## src/rtl/gpsf_pkg.sv

```systemverilog
package gpsf_pkg;

   // coordinate and field widths
   localparam int COORD_W    = 24;
   localparam int RADIUS_W   = 48;
   localparam int SAMPLE_W   = 13;
   localparam int SQUARE_W   = 48;
   localparam int DEV_W      = 64;
   localparam int CSR_IDX_W  = 2;
   localparam int CSR_DATA_W = 48;

   // shared multiplier operand width and product width
   localparam int MUL_W  = 26;
   localparam int PROD_W = 2 * MUL_W;

   // half of a squared deviation fed to the multiplier per pass
   localparam int HALF_W = SQUARE_W / 2;

   // register indexes
   localparam logic [CSR_IDX_W-1:0] CSR_CENTER_X  = 2'd0;
   localparam logic [CSR_IDX_W-1:0] CSR_CENTER_Y  = 2'd1;
   localparam logic [CSR_IDX_W-1:0] CSR_RADIUS_SQ = 2'd2;

   localparam logic [RADIUS_W-1:0] RADIUS_SQ_RESET = 48'd62500;

   typedef enum logic [1:0] {
      OP_CLEAR     = 2'd0,
      OP_HEIGHT    = 2'd1,
      OP_DEVIATION = 2'd2,
      OP_CLASSIFY  = 2'd3
   } opcode_type;

   typedef enum logic [3:0] {
      ST_IDLE,
      ST_MUL_DX,
      ST_MUL_DY,
      ST_RADIUS,
      ST_HEIGHT,
      ST_DIV_START,
      ST_DIV_WAIT,
      ST_SQUARE,
      ST_DEV_ACC,
      ST_MUL_LO,
      ST_MUL_HI,
      ST_COMPARE,
      ST_DONE
   } state_type;

   typedef struct packed {
      logic busy;
      logic done;
   } div_status_type;

endpackage

```

## src/rtl/gpsf_mul.sv

```systemverilog
module gpsf_mul (
   input  logic                                clock,
   input  logic signed [gpsf_pkg::MUL_W-1:0]  operand_a,
   input  logic signed [gpsf_pkg::MUL_W-1:0]  operand_b,
   output logic signed [gpsf_pkg::PROD_W-1:0] product_ff
);
   import gpsf_pkg::*;

   logic signed [PROD_W-1:0] product_in;

   // one signed product per cycle, registered
   assign product_in = operand_a * operand_b;

   always_ff @(posedge clock) begin
      product_ff <= product_in;
   end

endmodule

```

## src/rtl/gpsf_div.sv

```systemverilog
module gpsf_div #(
   parameter int DIVIDEND_W = 37,
   parameter int DIVISOR_W  = 13
) (
   input  logic                         clock,
   input  logic                         reset,
   input  logic                         start,
   input  logic signed [DIVIDEND_W-1:0] dividend,
   input  logic        [DIVISOR_W-1:0]  divisor,
   output gpsf_pkg::div_status_type     status,
   output logic signed [DIVIDEND_W-1:0] quotient
);
   import gpsf_pkg::*;

   localparam int STEP_W = $clog2(DIVIDEND_W + 1);

   logic                  busy_ff, busy_in;
   logic                  done_ff, done_in;
   logic [STEP_W-1:0]     step_ff, step_in;
   logic [DIVIDEND_W-1:0] num_ff, num_in;
   logic [DIVIDEND_W-1:0] quo_ff, quo_in;
   logic [DIVISOR_W-1:0]  rem_ff, rem_in;
   logic [DIVISOR_W-1:0]  den_ff, den_in;
   logic                  neg_ff, neg_in;
   logic [DIVISOR_W:0]    shifted;
   logic [DIVISOR_W:0]    diff;
   logic                  fits;

   // one restoring step: shift in the next dividend bit, subtract if it fits
   assign shifted = {rem_ff, num_ff[DIVIDEND_W-1]};
   assign diff    = shifted - {1'b0, den_ff};
   assign fits    = shifted >= {1'b0, den_ff};

   always_comb begin
      busy_in = busy_ff;
      done_in = 1'b0;
      step_in = step_ff;
      num_in  = num_ff;
      quo_in  = quo_ff;
      rem_in  = rem_ff;
      den_in  = den_ff;
      neg_in  = neg_ff;
      if (start) begin
         busy_in = 1'b1;
         step_in = STEP_W'(DIVIDEND_W);
         neg_in  = dividend[DIVIDEND_W-1];
         num_in  = dividend[DIVIDEND_W-1] ? DIVIDEND_W'(-dividend) : DIVIDEND_W'(dividend);
         quo_in  = '0;
         rem_in  = '0;
         den_in  = divisor;
      end else if (busy_ff) begin
         num_in  = {num_ff[DIVIDEND_W-2:0], 1'b0};
         quo_in  = {quo_ff[DIVIDEND_W-2:0], fits};
         rem_in  = fits ? diff[DIVISOR_W-1:0] : shifted[DIVISOR_W-1:0];
         step_in = step_ff - STEP_W'(1);
         if (step_ff == STEP_W'(1)) begin
            busy_in = 1'b0;
            done_in = 1'b1;
         end
      end
   end

   // control state
   always_ff @(posedge clock) begin
      if (reset) begin
         busy_ff <= 1'b0;
         done_ff <= 1'b0;
         step_ff <= '0;
      end else begin
         busy_ff <= busy_in;
         done_ff <= done_in;
         step_ff <= step_in;
      end
   end

   // datapath
   always_ff @(posedge clock) begin
      num_ff <= num_in;
      quo_ff <= quo_in;
      rem_ff <= rem_in;
      den_ff <= den_in;
      neg_ff <= neg_in;
   end

   // sign restore, truncation toward zero
   assign quotient    = neg_ff ? -$signed(quo_ff) : $signed(quo_ff);
   assign status.busy = busy_ff;
   assign status.done = done_ff;

endmodule

```

## src/rtl/ground_point_sigma_filter.sv

```systemverilog
// Two-sigma ground point filter. Stream the point cloud three times per frame: a clear
// beat (tuser 0), then every point as a height beat (1), a deviation beat (2) and a
// classify beat (3); set center_x, center_y and radius_sq while the block is idle. Each
// beat returns one result: tdata[0] inside the radius, tdata[1] kept as ground (classify
// only), tdata[14:2] the in-radius count. Items are taken one at a time and all multiplication
// runs through one registered 26x26 multiplier. Every beat but a clear squares dx and dy to
// test the radius; a height beat adds an in-radius point to the count and sum, a deviation
// beat adds dz squared to the deviation sum, and a classify beat keeps a point whose dz squared
// times the count is below four times that sum (both for an in-radius point of a non-empty set).
// The first deviation or classify beat after a clear also waits for the mean from a restoring
// divider, one bit per cycle; a result waits in an output register while the next beat is taken.
module ground_point_sigma_filter #(
   parameter int MAX_POINTS = 4096
) (
   input  logic        clock,
   input  logic        reset,
   // req_tdata: point_x [23:0], point_y [47:24], point_z [71:48]
   input  logic [71:0] req_tdata,
   // req_tuser: opcode [1:0]
   input  logic [1:0]  req_tuser,
   input  logic        req_tvalid,
   output logic        req_tready,
   // rsp_tdata: inside_res [0], keep [1], sample_count [14:2], zero [15]
   output logic [15:0] rsp_tdata,
   output logic        rsp_tvalid,
   input  logic        rsp_tready,
   input  logic                                csr_we,
   input  logic [gpsf_pkg::CSR_IDX_W-1:0]     csr_index,
   input  logic [gpsf_pkg::CSR_DATA_W-1:0]    csr_wdata
);
   import gpsf_pkg::*;

   localparam int CNT_W = $clog2(MAX_POINTS + 1);
   localparam int SUM_W = COORD_W + CNT_W;
   localparam logic [CNT_W-1:0] CNT_MAX = CNT_W'(MAX_POINTS);

   state_type state_ff, state_in;

   // configuration
   logic signed [COORD_W-1:0] center_x_ff, center_x_in;
   logic signed [COORD_W-1:0] center_y_ff, center_y_in;
   logic [RADIUS_W-1:0]       radius_sq_ff, radius_sq_in;

   // latched beat
   opcode_type                op_ff, op_in;
   logic signed [COORD_W-1:0] px_ff, px_in;
   logic signed [COORD_W-1:0] py_ff, py_in;
   logic signed [COORD_W-1:0] pz_ff, pz_in;

   // per-beat work registers
   logic                inside_ff, inside_in;
   logic                keep_ff, keep_in;
   logic [SQUARE_W-1:0] acc_ff, acc_in;
   logic [SQUARE_W-1:0] s_ff, s_in;

   // frame state
   logic [CNT_W-1:0]          count_ff, count_in;
   logic signed [SUM_W-1:0]   sum_ff, sum_in;
   logic signed [COORD_W-1:0] mean_ff, mean_in;
   logic                      mean_ready_ff, mean_ready_in;
   logic [DEV_W-1:0]          dev_ff, dev_in;

   // output register
   logic        rsp_valid_ff, rsp_valid_in;
   logic [15:0] rsp_data_ff, rsp_data_in;

   // shared units
   logic signed [MUL_W-1:0]  mul_a, mul_b;
   logic signed [PROD_W-1:0] product;
   logic                     div_start;
   div_status_type           div_status;
   logic signed [SUM_W-1:0]  quotient;

   logic                          accept;
   logic                          out_free;
   logic signed [COORD_W:0]       dx, dy, dz;
   logic [MUL_W-1:0]              count_ext;
   logic [RADIUS_W:0]             dist_sq;
   logic [DEV_W+1:0]              scaled;
   logic [DEV_W:0]                dev_sum;
   logic [SAMPLE_W+CNT_W-1:0]     sample_ext;
   logic                          use_point;

   assign accept    = req_tvalid && req_tready;
   assign out_free  = !rsp_valid_ff || rsp_tready;
   assign dx        = {px_ff[COORD_W-1], px_ff} - {center_x_ff[COORD_W-1], center_x_ff};
   assign dy        = {py_ff[COORD_W-1], py_ff} - {center_y_ff[COORD_W-1], center_y_ff};
   assign dz        = {pz_ff[COORD_W-1], pz_ff} - {mean_ff[COORD_W-1], mean_ff};
   assign count_ext = {{(MUL_W-CNT_W){1'b0}}, count_ff};
   assign use_point = inside_ff && (count_ff != '0);
   assign sample_ext = {{SAMPLE_W{1'b0}}, count_ff};

   gpsf_mul u_mul (
      .clock      (clock),
      .operand_a  (mul_a),
      .operand_b  (mul_b),
      .product_ff (product)
   );

   gpsf_div #(
      .DIVIDEND_W (SUM_W),
      .DIVISOR_W  (CNT_W)
   ) u_div (
      .clock    (clock),
      .reset    (reset),
      .start    (div_start),
      .dividend (sum_ff),
      .divisor  (count_ff),
      .status   (div_status),
      .quotient (quotient)
   );

   // sequencer next state
   always_comb begin
      state_in = state_ff;
      unique case (state_ff)
         ST_IDLE: begin
            if (accept) begin
               state_in = (opcode_type'(req_tuser) == OP_CLEAR) ? ST_DONE : ST_MUL_DX;
            end
         end
         ST_MUL_DX: state_in = ST_MUL_DY;
         ST_MUL_DY: state_in = ST_RADIUS;
         ST_RADIUS: begin
            if (op_ff == OP_HEIGHT) begin
               state_in = ST_HEIGHT;
            end else if (mean_ready_ff) begin
               state_in = ST_SQUARE;
            end else begin
               state_in = ST_DIV_START;
            end
         end
         ST_HEIGHT:    state_in = ST_DONE;
         ST_DIV_START: state_in = ST_DIV_WAIT;
         ST_DIV_WAIT: begin
            if (div_status.done) begin
               state_in = ST_SQUARE;
            end
         end
         ST_SQUARE: begin
            if (!use_point) begin
               state_in = ST_DONE;
            end else if (op_ff == OP_DEVIATION) begin
               state_in = ST_DEV_ACC;
            end else begin
               state_in = ST_MUL_LO;
            end
         end
         ST_DEV_ACC: state_in = ST_DONE;
         ST_MUL_LO:  state_in = ST_MUL_HI;
         ST_MUL_HI:  state_in = ST_COMPARE;
         ST_COMPARE: state_in = ST_DONE;
         ST_DONE: begin
            if (out_free) begin
               state_in = ST_IDLE;
            end
         end
         default: state_in = ST_IDLE;
      endcase
   end

   // sequencer outputs: handshake, multiplier operands, divider start
   always_comb begin
      req_tready = 1'b0;
      div_start  = 1'b0;
      mul_a      = '0;
      mul_b      = '0;
      unique case (state_ff)
         ST_IDLE: req_tready = !div_status.busy;
         ST_MUL_DX: begin
            mul_a = {dx[COORD_W], dx};
            mul_b = {dx[COORD_W], dx};
         end
         ST_MUL_DY: begin
            mul_a = {dy[COORD_W], dy};
            mul_b = {dy[COORD_W], dy};
         end
         ST_DIV_START: div_start = 1'b1;
         ST_SQUARE: begin
            mul_a = {dz[COORD_W], dz};
            mul_b = {dz[COORD_W], dz};
         end
         ST_MUL_LO: begin
            mul_a = {{(MUL_W-HALF_W){1'b0}}, product[HALF_W-1:0]};
            mul_b = count_ext;
         end
         ST_MUL_HI: begin
            mul_a = {{(MUL_W-HALF_W){1'b0}}, s_ff[SQUARE_W-1:HALF_W]};
            mul_b = count_ext;
         end
         default: begin
            mul_a = '0;
            mul_b = '0;
         end
      endcase
   end

   // radius test, saturating deviation sum, classify compare
   assign dist_sq = {1'b0, acc_ff} + {1'b0, product[SQUARE_W-1:0]};
   assign dev_sum = {1'b0, dev_ff} + {{(DEV_W-SQUARE_W+1){1'b0}}, product[SQUARE_W-1:0]};
   assign scaled  = {product[DEV_W+1-HALF_W:0], {HALF_W{1'b0}}}
                  + {{(DEV_W+2-SQUARE_W){1'b0}}, acc_ff};

   // datapath next values
   always_comb begin
      center_x_in   = center_x_ff;
      center_y_in   = center_y_ff;
      radius_sq_in  = radius_sq_ff;
      op_in         = op_ff;
      px_in         = px_ff;
      py_in         = py_ff;
      pz_in         = pz_ff;
      inside_in     = inside_ff;
      keep_in       = keep_ff;
      acc_in        = acc_ff;
      s_in          = s_ff;
      count_in      = count_ff;
      sum_in        = sum_ff;
      mean_in       = mean_ff;
      mean_ready_in = mean_ready_ff;
      dev_in        = dev_ff;

      // register writes
      if (csr_we) begin
         unique case (csr_index)
            CSR_CENTER_X:  center_x_in  = csr_wdata[COORD_W-1:0];
            CSR_CENTER_Y:  center_y_in  = csr_wdata[COORD_W-1:0];
            CSR_RADIUS_SQ: radius_sq_in = csr_wdata[RADIUS_W-1:0];
            default:       center_x_in  = center_x_ff;
         endcase
      end

      case (state_ff)
         ST_IDLE: begin
            if (accept) begin
               op_in     = opcode_type'(req_tuser);
               px_in     = req_tdata[COORD_W-1:0];
               py_in     = req_tdata[2*COORD_W-1:COORD_W];
               pz_in     = req_tdata[3*COORD_W-1:2*COORD_W];
               inside_in = 1'b0;
               keep_in   = 1'b0;
               if (opcode_type'(req_tuser) == OP_CLEAR) begin
                  count_in      = '0;
                  sum_in        = '0;
                  mean_in       = '0;
                  mean_ready_in = 1'b0;
                  dev_in        = '0;
               end
            end
         end
         ST_MUL_DY: acc_in = product[SQUARE_W-1:0];
         ST_RADIUS: inside_in = dist_sq < {1'b0, radius_sq_ff};
         ST_HEIGHT: begin
            if (inside_ff && (count_ff < CNT_MAX)) begin
               count_in = count_ff + CNT_W'(1);
               sum_in   = sum_ff + {{(SUM_W-COORD_W){pz_ff[COORD_W-1]}}, pz_ff};
            end
         end
         ST_DIV_WAIT: begin
            if (div_status.done) begin
               mean_in       = (count_ff == '0) ? '0 : quotient[COORD_W-1:0];
               mean_ready_in = 1'b1;
            end
         end
         ST_DEV_ACC: dev_in = dev_sum[DEV_W] ? {DEV_W{1'b1}} : dev_sum[DEV_W-1:0];
         ST_MUL_LO:  s_in = product[SQUARE_W-1:0];
         ST_MUL_HI:  acc_in = product[SQUARE_W-1:0];
         ST_COMPARE: keep_in = scaled < {dev_ff, 2'b00};
         default:    acc_in = acc_ff;
      endcase
   end

   // output register
   always_comb begin
      rsp_valid_in = rsp_valid_ff;
      rsp_data_in  = rsp_data_ff;
      if ((state_ff == ST_DONE) && out_free) begin
         rsp_valid_in = 1'b1;
         rsp_data_in  = {1'b0, sample_ext[SAMPLE_W-1:0], keep_ff, inside_ff};
      end else if (rsp_tready) begin
         rsp_valid_in = 1'b0;
      end
   end

   // control and frame state
   always_ff @(posedge clock) begin
      if (reset) begin
         state_ff      <= ST_IDLE;
         center_x_ff   <= '0;
         center_y_ff   <= '0;
         radius_sq_ff  <= RADIUS_SQ_RESET;
         count_ff      <= '0;
         sum_ff        <= '0;
         mean_ff       <= '0;
         mean_ready_ff <= 1'b0;
         dev_ff        <= '0;
         rsp_valid_ff  <= 1'b0;
      end else begin
         state_ff      <= state_in;
         center_x_ff   <= center_x_in;
         center_y_ff   <= center_y_in;
         radius_sq_ff  <= radius_sq_in;
         count_ff      <= count_in;
         sum_ff        <= sum_in;
         mean_ff       <= mean_in;
         mean_ready_ff <= mean_ready_in;
         dev_ff        <= dev_in;
         rsp_valid_ff  <= rsp_valid_in;
      end
   end

   // payload registers
   always_ff @(posedge clock) begin
      op_ff       <= op_in;
      px_ff       <= px_in;
      py_ff       <= py_in;
      pz_ff       <= pz_in;
      inside_ff   <= inside_in;
      keep_ff     <= keep_in;
      acc_ff      <= acc_in;
      s_ff        <= s_in;
      rsp_data_ff <= rsp_data_in;
   end

   assign rsp_tvalid = rsp_valid_ff;
   assign rsp_tdata  = rsp_data_ff;

endmodule

```

## config.mk

```make
export PLATFORM = sky130hd
export DESIGN_NAME = ground_point_sigma_filter
export DESIGN_NICKNAME = d
export VERILOG_FILES = /design/src/rtl/gpsf_pkg.sv /design/src/rtl/gpsf_mul.sv /design/src/rtl/gpsf_div.sv /design/src/rtl/ground_point_sigma_filter.sv
export SDC_FILE = /design/constraint.sdc
export NUM_CORES = 2
export LEC_CHECK = 0
export ABC_AREA = 1
export BUFFER_PORTS_ARGS = -buffer_cell sky130_fd_sc_hd__buf_2
export CORE_MARGIN = 10
export CORE_UTILIZATION = 35
export DETAILED_ROUTE_END_ITERATION = 7
export SKIP_LAST_GASP = 1
export SYNTH_ARGS = -nofsm -noshare
export SYNTH_HDL_FRONTEND = slang
export SYNTH_SLANG_ARGS = --single-unit
```

## constraint.sdc

```tcl
create_clock -name clock -period 8.08 [get_ports clock]
set_clock_uncertainty 0.05 [all_clocks]
set_input_delay 1.616 -clock clock [delete_from_list [all_inputs] [get_ports clock]]
set_output_delay 1.616 -clock clock [all_outputs]
set_load 0.02 [all_outputs]
```

After elaboration in Yosys (flattened, before gate mapping)
Index checks and enable logic that the tools add are counted.
W data, S select, Z words.
{"block": "op_classes", "bitwise_logic": 1, "n_lt_le_gt_ge": 4, "mul": 1, "add_sub_neg": 12, "eq_ne": 22, "mux": 50, "reduce_logical": 34}
{"op": "$mux W37", "n": 6}
{"op": "$mux W64", "n": 3}
{"op": "$pmux W26 S5", "n": 1}
{"op": "$pmux W64 S2", "n": 1}
{"op": "$mux W24", "n": 5}
{"op": "$pmux W26 S4", "n": 1}
{"op": "$sub A24 B24 Y25", "n": 3}
{"op": "$pmux W37 S2", "n": 1}
{"op": "$add A66 B48 Y66", "n": 1}
{"op": "$lt A66 B66 Y1", "n": 1}
{"op": "$add A64 B48 Y65", "n": 1}
{"op": "$mux W13", "n": 4}
{"op": "$add A48 B48 Y49", "n": 1}
{"op": "$lt A49 B48 Y1", "n": 1}
{"op": "$mul A26 B26 Y48", "n": 1}
{"op": "$pmux W24 S2", "n": 1}
{"op": "$pmux W4 S11", "n": 1}
{"op": "$add A37 B37 Y37", "n": 1}
{"op": "$neg A37 Y37", "n": 1}
{"op": "$pmux W13 S2", "n": 1}
{"op": "$neg A24 Y24", "n": 1}
{"op": "$eq A4 B4 Y1 const B", "n": 5}
{"op": "$eq A4 B3 Y1 const B", "n": 4}
{"op": "$mux W4", "n": 4}
{"op": "other kinds (31)", "n": 74}
{"block": "totals", "wordCells": 153, "input_bits": 129, "output_inout_bits": 18, "reg_bits": 571}

Logic depth before layout (Yosys ltp)
{"block": "logic_depth", "depth_word": 5, "depth_mapped": 48, "depth_no_buf": 48}

By module
A second synthesis with hierarchy kept.
{"block": "unflattened", "hier_cells": 9596, "hier_area_um2": 68306.8}
{"module": "ground_point_sigma_filter", "area_per_inst_um2": 33555.9, "cells_each": 5042, "n_inst": 1, "seq_area_each_um2": 9699.3}
{"module": "gpsf_mul", "area_per_inst_um2": 27594.0, "cells_each": 3523, "n_inst": 1, "seq_area_each_um2": 1041.0}
{"module": "gpsf_div", "area_per_inst_um2": 7156.9, "cells_each": 1031, "n_inst": 1, "seq_area_each_um2": 2692.6}

Worst setup path after synthesis
No wires, ideal clock.
{"block": "synth_timing", "kind": "flip-flop to flip-flop", "start": "register pz_ff[0]", "end": "register u_mul.product_ff[47] in the netlist's numbering", "setup_time_ns": 0.113, "path_slack_ns": 0.288, "synth_period_minus_slack_ns": 7.792, "arrival_ns": 7.629, "stages_incl_launch_ff": 41, "path_buffers": 1, "required_ns": 7.917, "path_cell_list": "edfxtp_1 inv_1 ha_1 fa_1 inv_1 nand2_1 o21ai_2 nand2_1 nand2_1 nand2_1 nand2_1 a21oi_1 o21ai_1 nand3_1 nor2_4 inv_2 buf_2 nand2_1 [... 5 more ...] fa_1 fa_1 inv_1 fa_1 inv_1 ha_1 a21oi_1 o21ai_0 nand2_1 nand3_1 a21oi_1 nand2_1 nor2_1 nand3_1 nand2_1 inv_1 nor2_1 nor2_1"}
{"block": "synth_between", "elab_chain_len": 3, "word_cells_on_any_way": 4, "classes_between": "add/sub: 1; mul: 1; mux: 2"}
{"element": "from (decl)", "line_no": "ground_point_sigma_filter.sv:48", "text": "logic signed [COORD_W-1:0] pz_ff, pz_in;"}
{"element": "from (signal assigned)", "line_no": "ground_point_sigma_filter.sv:317", "text": "pz_ff <= pz_in;"}
{"element": "$sub A24 B24 Y25 (*)", "line_no": "ground_point_sigma_filter.sv:88", "text": "assign dz = {pz_ff[COORD_W-1], pz_ff} - {mean_ff[COORD_W-1], mean_ff};"}
{"element": "$pmux W26 S5 or $pmux W26 S4 (tied branches)", "line_no": "ground_point_sigma_filter.sv:168", "text": "unique case (state_ff)"}
{"element": "$mul A26 B26 Y48 (*)", "line_no": "gpsf_mul.sv:12", "text": "assign product_in = operand_a * operand_b;"}
{"element": "via u_mul.product_in[47]", "line_no": "gpsf_mul.sv:9", "text": "logic signed [PROD_W-1:0] product_in;"}
{"element": "to (signal assigned)", "line_no": "gpsf_mul.sv:15", "text": "product_ff <= product_in;"}
{"element": "to (decl)", "line_no": "gpsf_mul.sv:5", "text": "output logic signed [gpsf_pkg::PROD_W-1:0] product_ff"}
The timed path passes the listed nets; every way through them passes the cells marked *.
A chain may end at the register's enable or synchronous reset.

Worst setup path after layout
{"block": "layout_timing", "start": "register py_ff[16]", "end": "register u_mul.product_ff[38] in the netlist's numbering"}
{"block": "layout_between", "elab_chain_len": 3, "word_cells_on_any_way": 4, "classes_between": "add/sub: 1; mul: 1; mux: 2"}
{"element": "from (decl)", "line_no": "ground_point_sigma_filter.sv:47", "text": "logic signed [COORD_W-1:0] py_ff, py_in;"}
{"element": "from (signal assigned)", "line_no": "ground_point_sigma_filter.sv:316", "text": "py_ff <= py_in;"}
{"element": "$sub A24 B24 Y25 (*)", "line_no": "ground_point_sigma_filter.sv:87", "text": "assign dy = {py_ff[COORD_W-1], py_ff} - {center_y_ff[COORD_W-1], center_y_ff};"}
{"element": "$pmux W26 S5 or $pmux W26 S4 (tied branches)", "line_no": "ground_point_sigma_filter.sv:168"}
{"element": "$mul A26 B26 Y48 (*)", "line_no": "gpsf_mul.sv:12"}
{"element": "via u_mul.product_in[38]", "line_no": "gpsf_mul.sv:9"}
Marks and branches as above.

==> results_tabular.tex <==
\begin{tabular}{lr}
\hline
Metric & Value \\
\hline
\multicolumn{2}{l}{\textbf{Worst setup path}} \\
Worst-path fanout max & 5 \\
Highest cell delay on the worst timing path & between 500 and 600 ps \\
Kind of start point of the critical path & flip-flop \\
Cell seen most often among critical-path stages & fa\_1 \\
Capturing element type of the critical path & flip-flop \\
Slowest cell on the critical path & fa\_1 \\
Logic depth of the worst register-to-register path & 40 \\
CP required & a little under 9000 ps \\
Arrival time at the worst endpoint & $\sim$8800 ps \\
Crit Path Category & flip-flop to flip-flop \\
\multicolumn{2}{l}{\textbf{CTS}} \\
Number of H-tree levels & 3 \\
Cts-stage hold buffer count & 0 \\
Max clock buf depth & 3 \\
Num Clock Sinks & roughly 550 \\
TritonCTS clock tree & built \\
Root buf cell & clkbuf\_16 \\
Clock-pin slew reported for the worst setup and hold paths after clock tree synthesis & about 60 ps \\
CTS Buf Count & 72 \\
Skew-Pair Late Insertion Delay & 710 ps \\
\multicolumn{2}{l}{\textbf{STA}} \\
Final Critical Period & 8267 ps \\
Setup slack of the critical path after layout & -187.0 ps \\
Fmax & roughly 120 MHz \\
Final worst path period share & 1.023 \\
Setup repair after global routing missed its margin & true \\
Slew at the pin closest to its max-slew limit & roughly 1300 ps \\
Final Hold Violating Endpoints & 0 \\
Count of final setup violators & 18 \\
Max\_slew headroom & 0.1504 \\
Number of max-slew violations in the final report & 0 \\
\multicolumn{2}{l}{\textbf{Power and ir drop}} \\
Power density normalized to cell area & between 400 and 500 nW/um\^{}2 \\
Static power due to leakage & about 39 nW \\
Total power consumption of the routed design & 34.81 mW \\
Worst supply voltage drop on vdd & 0.6943 mV \\
\multicolumn{2}{l}{\textbf{Job}} \\
Number of maximum-capacitance violations & 0 \\
\multicolumn{2}{l}{\textbf{Detailed routing}} \\
Wire length reported by the detailed router & 249600 um \\
Violation count after the first detailed-routing iteration & a little under 5000 \\
Via count & 60540 \\
Post-route DRC violation count & 0 \\
Number of iterations in the first detailed-routing pass & 6 \\
Detail Route Antenna Nets & 0 \\
Routed len/inst & 21.15 um \\
Average via count per standard cell & roughly 5 \\
\multicolumn{2}{l}{\textbf{Place}} \\
Pre-CTS WS & -871.9 ps \\
Hpwl dp & approximately 200000 um \\
Number of buffers inserted by port buffering & 145 \\
Placed cell area & about 72000 um\^{}2 \\
Final RePlAce weighted congestion & roughly 0.98 \\
\multicolumn{2}{l}{\textbf{Cells and area}} \\
Area overhead of the layout relative to synthesis & 29.31\% \\
Commonest non-fill, non-tap cells in the layout & 1608 x nand2\_1, 1535 x inv\_1, 897 x buf\_4, 647 x nor2\_1, 607 x a21oi\_1 \\
Area of all placed cells without fillers & $\sim$81000 um\^{}2 \\
Sequential standard cell area & between 10000 and 15000 um\^{}2 \\
Layout cells sized above 1 & 0.2261 \\
Count of nets after finishing & roughly 11000 \\
Most common cell after layout, fill and taps aside & nand2\_1 \\
Area used by multi-input combinational logic & approximately 46000 um\^{}2 \\
\# fillers & roughly 17000 \\
\multicolumn{2}{l}{\textbf{Min path}} \\
Hold/Removal Path Class & flip-flop to flip-flop \\
Worst Hold Path Cells & 0 \\
\multicolumn{2}{l}{\textbf{Global routing}} \\
Number of antenna violations at the first check in global routing & 7 \\
Global-route wire length before repair & 372000 um \\
Maximum number of pins on one net before global-route repair & 100 \\
Remaining global-route overflow & 0 \\
Number of global-route vias before repair & roughly 61000 \\
Global router's overall resource usage & 0.2452 \\
\multicolumn{2}{l}{\textbf{Logic synthesis}} \\
Post-Syn Nets & 9600 \\
Post-synthesis sequential area ratio & 0.2098 \\
Most area-hungry cell type in the Yosys netlist & fa\_1 \\
Share of synthesized registers carrying an async set or reset & 0 \\
Avg Inst Size Synth & 7.511 um\^{}2 \\
Post-synthesis instance total & 8308 \\
Synth area leaders & fa\_1 21\%, dfxtp\_1 11\%, nand2\_1 11\% \\
Number of flip-flops and latches in the synthesized netlist & roughly 550 \\
Top-area cell type share of the netlist area & 0.2133 \\
Post-synth EDFFs & approximately 210 \\
Dominant synthesized flop cell & dfxtp\_1 \\
Ys Warns & 0 \\
Synth unique cells & 74 \\
Area of the mapped netlist & roughly 62000 um\^{}2 \\
\multicolumn{2}{l}{\textbf{Outcome}} \\
Violations in the final reports & negative setup slack \\
Run status & complete, but fails checks \\
\multicolumn{2}{l}{\textbf{Floorplan}} \\
Placement Rows & about 150 \\
Number of top-level design ports & $\sim$150 \\
Placeable core area & approximately 180000 um\^{}2 \\
Initial core utilization & 0.3532 \\
Die boundary height & between 400 and 500 um \\
X dimension of the die & 442.2 um \\
Die area & approximately 200000 um\^{}2 \\
\hline
\end{tabular}
==> path summary, 6_finish.rpt <==
| check | start | endpoint | slack [ps] |
|---|---|---|---|
| worst max-delay path | py_ff[16]$_DFFE_PP_ | u_mul.product_ff[38]$_DFF_P_ | -190 |
| worst min-delay path | keep_ff$_SDFFCE_PN0P_ | rsp_tdata[1]$_DFFE_PP_ | 410 |
| worst max register to register | py_ff[16]$_DFFE_PP_ | u_mul.product_ff[38]$_DFF_P_ | -190 |
| worst min register to register | keep_ff$_SDFFCE_PN0P_ | rsp_tdata[1]$_DFFE_PP_ | 410 |
==> registers in the layout, indices dropped and copies added (netlist names), 2 cells and up <==
register	flops
dev_ff	64
acc_ff	48
radius_sq_ff	48
u_mul.product_ff	48
sum_ff	37
u_div.num_ff	37
center_x_ff	24
center_y_ff	24
mean_ff	24
px_ff	24
py_ff	24
pz_ff	24
s_ff	24
u_div.quo_ff	24
rsp_tdata	15
count_ff	13
u_div.den_ff	13
u_div.rem_ff	13
u_div.step_ff	6
state_ff	4
op_ff	2
==> per-stage QoR <==
stage          hold WS [ps]  setup TNS (ps)  std cells    util
4_1_cts               406.8          -849.5      11720  0.4429
5_1_grt               405.0           -7462      11800  0.4566
3_3_place_gp          392.6          -18050      11480  0.4095
6_report              410.5           -1688      11800  0.4567
2_1_floorplan         350.3               0       8308       -
3_5_place_dp          387.7          -18020      11480  0.4095
==> synth_stat cells (8+ instances only) <==
cell type / instances
ha_1: 498
and3_1: 8
nand3b_1: 20
nand2_1: 1747
dfxtp_1: 333
or2_2: 12
a21oi_1: 694
o22ai_1: 33
nand2_2: 22
a21boi_0: 10
nor2_2: 15
a22o_1: 16
clkbuf_1: 83
o21ai_2: 9
inv_2: 32
fa_1: 665
a31oi_1: 40
nor2_1: 733
nand4_1: 76
inv_1: 1629
xor2_1: 166
and2_1: 8
edfxtp_1: 214
buf_4: 8
nor3_1: 79
o211ai_1: 22
o21a_1: 14
a21o_1: 34
o21ai_1: 22
buf_2: 86
o21ai_0: 431
o31ai_1: 13
nor4_1: 33
xnor2_1: 55
a211oi_1: 9
o21bai_1: 28
nand3_1: 316
==> worst max-delay path, delay by kind of cell, from the launching register on <==
kind | cells | cell delay, ps
flops | 1 | 520
compound gates | 2 | 160
buf+inv | 10 | 970
xor+xnor | 1 | 200
fa+ha+maj | 9 | 4050
simple gates | 18 | 2180
==> kinds of logic (layout without fill, tap and decap cells) <==
logic type | count (synthesis) | count (layout) | share of synthesized area
simple gates | 3108 | 3108 | 0.2073
compound gates | 1412 | 1412 | 0.1238
other cells | 1 | 6 | 0.00006009
fa+ha+maj | 1163 | 1163 | 0.3132
buf+inv | 1856 | 3005 | 0.1148
xor+xnor | 221 | 221 | 0.03102
flops | 547 | 547 | 0.2098
==> what timing repair did <==
item                                    4_1_cts  5_1_grt
cloned                                        6        3
gates resized for setup                     551      449
endpoints found under the setup margin       34       32
setup buffers                               106       84
pin swaps                                   239      306
==> final cells by class <==
cell class / count / share of cell area
diodes: 5 / 0.0001551
flip-flops and latches: 547 / 0.1623
clock buffers: 84 / 0.02414
inverters: 1666 / 0.07844
well taps: 2340 / 0.03628
multi-input cells: 5905 / 0.5664
clock inverters: 50 / 0.007598
repair buffers: 1205 / 0.1246
==> layer usage <==
metal,GRT usage,vias to the layer above,part of all wire
li1,-,28530,-
met1,0.3178,29420,0.42
met4,0.1103,4,0.054
met2,0.4000,2058,0.46
met3,0.04107,526,0.069
met5,0,-,0.000092
==> power breakdown <==
part | switching (mW) | internal [mW]
logic | 15.8 | 11.5
registers | 0.530 | 3.51
clock network | 1.51 | 1.98
Note: power is estimated with default switching activity, not from simulation.
